$ cat src/gg_ram.sv
// gg_ram: generic single-write, single-read memory with registered read data
// no dependencies

module gg_ram #(
    parameter int WIDTH = 8,
    parameter int DEPTH = 16,
    localparam int AddrW = $clog2(DEPTH)
) (
    input  logic             i_clk,
    input  logic             i_wr_en,
    input  logic [AddrW-1:0] i_wr_addr,
    input  logic [WIDTH-1:0] i_wr_data,
    input  logic             i_rd_en,
    input  logic [AddrW-1:0] i_rd_addr,
    output logic [WIDTH-1:0] o_rd_data
);

    logic [WIDTH-1:0] r_mem [DEPTH];
    logic [WIDTH-1:0] r_rd_data;

    always_ff @(posedge i_clk) begin
        if (i_wr_en) begin
            r_mem[i_wr_addr] <= i_wr_data;
        end
        if (i_rd_en) begin
            r_rd_data <= r_mem[i_rd_addr];
        end
    end

    assign o_rd_data = r_rd_data;

endmodule

$ cat config.mk
export PLATFORM = sky130hd
export DESIGN_NAME = gg_ram
export DESIGN_NICKNAME = d
export VERILOG_FILES = /design/src/gg_ram.sv
export SDC_FILE = /design/constraint.sdc
export NUM_CORES = 1
export LEC_CHECK = 0
export ABC_CLOCK_PERIOD_IN_PS = 2400
export BUFFER_PORTS_ARGS = -buffer_cell sky130_fd_sc_hd__buf_2
export CAP_MARGIN = 5
export CORE_MARGIN = 2
export CORE_UTILIZATION = 35
export CTS_BUF_LIST = sky130_fd_sc_hd__clkbuf_16
export CTS_CLUSTER_DIAMETER = 50
export CTS_CLUSTER_SIZE = 28
export DETAILED_ROUTE_END_ITERATION = 10
export HOLD_SLACK_MARGIN = 0.05
export PLACE_DENSITY_LB_ADDON = 0.1
export SYNTH_ARGS = -nofsm -noshare
export SYNTH_HDL_FRONTEND = slang
export SYNTH_SLANG_ARGS = --single-unit
$ cat constraint.sdc
create_clock -name i_clk -period 2.4 [get_ports i_clk]
set_input_delay 0.72 -clock i_clk [delete_from_list [all_inputs] [get_ports i_clk]]
set_output_delay 0.72 -clock i_clk [all_outputs]
set_load 0.005 [all_outputs]
-- Yosys cells after proc, flatten, opt, wreduce, memory -nomap -nowiden
Memories as Yosys holds them, arrays and structs flattened. A register that Yosys moved wholly into a read port is not among the register bits.
Cells that the tools add are included.
- muxes and demuxes: 2
- operator list (kind ; number):
    $mux W1 ; 2
- bits in registers: 0
- memory bits (writable): 128
- bits of input ports: 19
- output and inout bits: 8
- logic and storage cells: 3
- memories: 1
- memory list (memory ; words ; width ; read ports ; clocked after Yosys merged registers in ; wr ports ; line ; RTL):
    r_mem ; 16 ; 8 ; 1 ; 1 ; 1 ; 18 ; logic [WIDTH-1:0] r_mem [DEPTH];

-- Longest topological paths before layout
- word-level depth: 2
- gate-level depth with buffers: 5
- mapped depth without buffers: 3

-- Least setup slack after synthesis
OpenSTA, ideal clock, no wires.
- path kind: in2reg
- start point: input i_wr_addr[2]
- end point: memory r_mem[0][0], enable pin
- library setup time: 0.383 ns
- data arrival time: 1.830 ns
- required time: 2.017 ns
- setup slack: 0.187 ns
- cell stages on the path: 2
- path buffers: 0
- cell sequence: or3b_2 > nor3_1
- RTL lines (what ; line ; RTL):
    start: declaration ; 11 ; input logic [AddrW-1:0] i_wr_addr,
    end: declaration ; 18 ;
Straight into the memory's write port.

==> flow_summary.yaml <==
grt:
  grt_pass1_wl_mm: 16.2
  grt_overflow_total: 0
  antenna_found_initial: 0
  track_usage_pct: 14.7
  grt_max_degree: 23
  grt_pass1_vias: 2594
cts:
  hold_buffers: 0
  clkTransAtPathRegs_ns: 0.05
  cts_resized: 0
  clkLatencyLatePin_ns: 0.42
  cts_buffers: 17
  cts_htree_levels: 4
  cts.sinks: 136
  cts_buffer_depth: 2
  tritoncts: "done"
  postCtsSetupRepairBufs: 0
  cts_root_buffer: "clkbuf_16"
timing:
  clock_skew_ns: 0.0121
  relSlewSlack_pct: 69.2
  post-route-period-util_pct: 76.4
  drv_slew: 0
  hold_violations: 0
  finalCriticalPeriod_ns: 1.83
  fmax_mhz: 546
  worstMarginPinSlew_ns: 0.462
  finalSetupTns_ns: 0
  worst_slack_ns: 0.567
  setup_viol: 0
  rsz0062_at_grt: "no"
flow_run:
  max_cap_violations: 0
routing:
  postRouteAntennaNets: 0
  drt_pass1_iterations: 5
  vias: 2444
  drc_errors: 0
  wl_per_cell_um: 22.5
  viasPerCell: 5.09
  drt_iter0_drc: 242
  drt_wl_total_mm: 10.8
worst_setup_path:
  slowest_stage: "mux4_1"
  crit_type: "in2reg"
  cp.buffers_inverters: 2
  start_kind: "primary input"
  crit_required_ns: 2.56
  crit_path_max_fanout: 16
  critPathMaxStageDelay_ns: 0.57
  crit_arrival_ns: 1.99
  crit_path_end_kind: "flip-flop"
  crit_chain: "buf_2, buf_12, mux4_1, a22oi_1, nand2_1"
  cp_top_family: "multiplexers"
final_layout:
  final_core_util_pct: 42.7
  fin_nets: 305
  final_cell_mix: "136 x edfxtp_1, 26 x buf_2, 19 x buf_4"
  diodes: 0
  final.fill_count: 1259
  drive_gt1_share_pct: 29.4
  layout_commonest_cell: "edfxtp_1"
  area_growth_pct: 19.1
die:
  initial_core_util_pct: 35.8
  die_y_um: 126
  die_w_um: 126
  fp-row-count: 44
  die_area_sq_um: 15900
  design.core.area_sq_um: 14600
  ioPinCount: 27
placement:
  place.port_buffers: 26
  gp_congestion: 0.684
  post-place-ws_ns: 0.0961
  dp_hpwl_mm: 6.79
yosys:
  ys_warn_count: 0
  post_synth_num_cell_types: 18
  synth_top_area_share_pct: 78.1
  synth_top_cell_by_area: "edfxtp_1"
  syn-cell-area_sq_um: 5230
  syn_area_per_cell_sq_um: 22.8
  yosysSeqAreaShare_pct: 78.1
  ys_top_cells_by_area: "edfxtp_1 78%, mux4_2 7.8%, mux4_1 7.0%"
  syn_nets: 248
  yosys_register_bits: 136
  netlist_instances: 229
power:
  total_power_mw: 5.28
  p_leak_nw: 2.11
  ir_worst_vdd_v: 0.000474
  powerDensity_nw_per_um2: 847
min_path:
  worstHoldPathType: "in2reg"
run_status:
  status: "completed"
[final cells by class]
cell class | instances | area [sq um] | share of cell area (%)
Sequential cell | 136 | 4080 | 65.6
Multi-Input combinational cell | 83 | 1060 | 17.0
Clock buffer | 17 | 425 | 6.83
Timing Repair Buffer | 48 | 333 | 5.34
Tap cell | 184 | 230 | 3.70
Clock inverter | 12 | 98.8 | 1.59
[per-layer routing]
metal / GRT usage [%] / wire length (um)
met1: 21.0 / 5150
met2: 21.1 / 5020
met3: 4.63 / 526
met4: 5.43 / 106
met5: 0 / 0
[registers in the layout (all words and copies together), names as in the netlist]
signal	count
r_mem	128
o_rd_data	8
[power by group]
group / internal, mW / total (mW) / switching (mW)
Combinational: 0.110 / 0.252 / 0.142
Sequential: 2.68 / 2.69 / 0.0144
Clock: 1.47 / 2.33 / 0.862
[synthesized netlist by cell type (all sizes together)]
cell           instances
edfxtp               136
mux4                  32
a22oi                 16
nor2                  13
nand2                  9
buf                    7
nor3                   4
clkdlybuf4s25          3
nand2b                 2
nand3b                 2
and2                   1
and2b                  1
nand3                  1
nor2b                  1
or3b                   1
[through the flow]
step	hold WS, ns	std cells	instance area [sq um]
6_report	0.672	480	6230
2_1_floorplan	0.705	229	5230
3_3_place_gp	0.743	451	5700
5_1_grt	0.667	480	6230
3_5_place_dp	0.742	451	5700
4_1_cts	0.664	480	6230
[kinds of logic (layout without fill, tap and decap cells)]
kind of cell           after synthesis  after routing  share of synthesized area, %
multiplexers                        32             32                          14.8
AO/OA/AOI/OAI                       16             16                          2.30
buffers and inverters               10             77                          1.65
AND/OR/NAND/NOR                     35             35                          3.14
flip-flops                         136            136                          78.1
[worst paths after layout]
check | cells after the start | slack [ns] | from | to
worst max-delay path | 5 | 0.57 | i_rd_addr[0] | o_rd_data[2]
worst min-delay path | 1 | 0.67 | i_rd_en | o_rd_data[5]
worst max register to register | 3 | 0.92 | r_mem[11][6] | o_rd_data[6]
worst min register to register | 3 | 0.75 | r_mem[7][2] | o_rd_data[2]
Note: power is estimated with default switching activity, not from simulation.
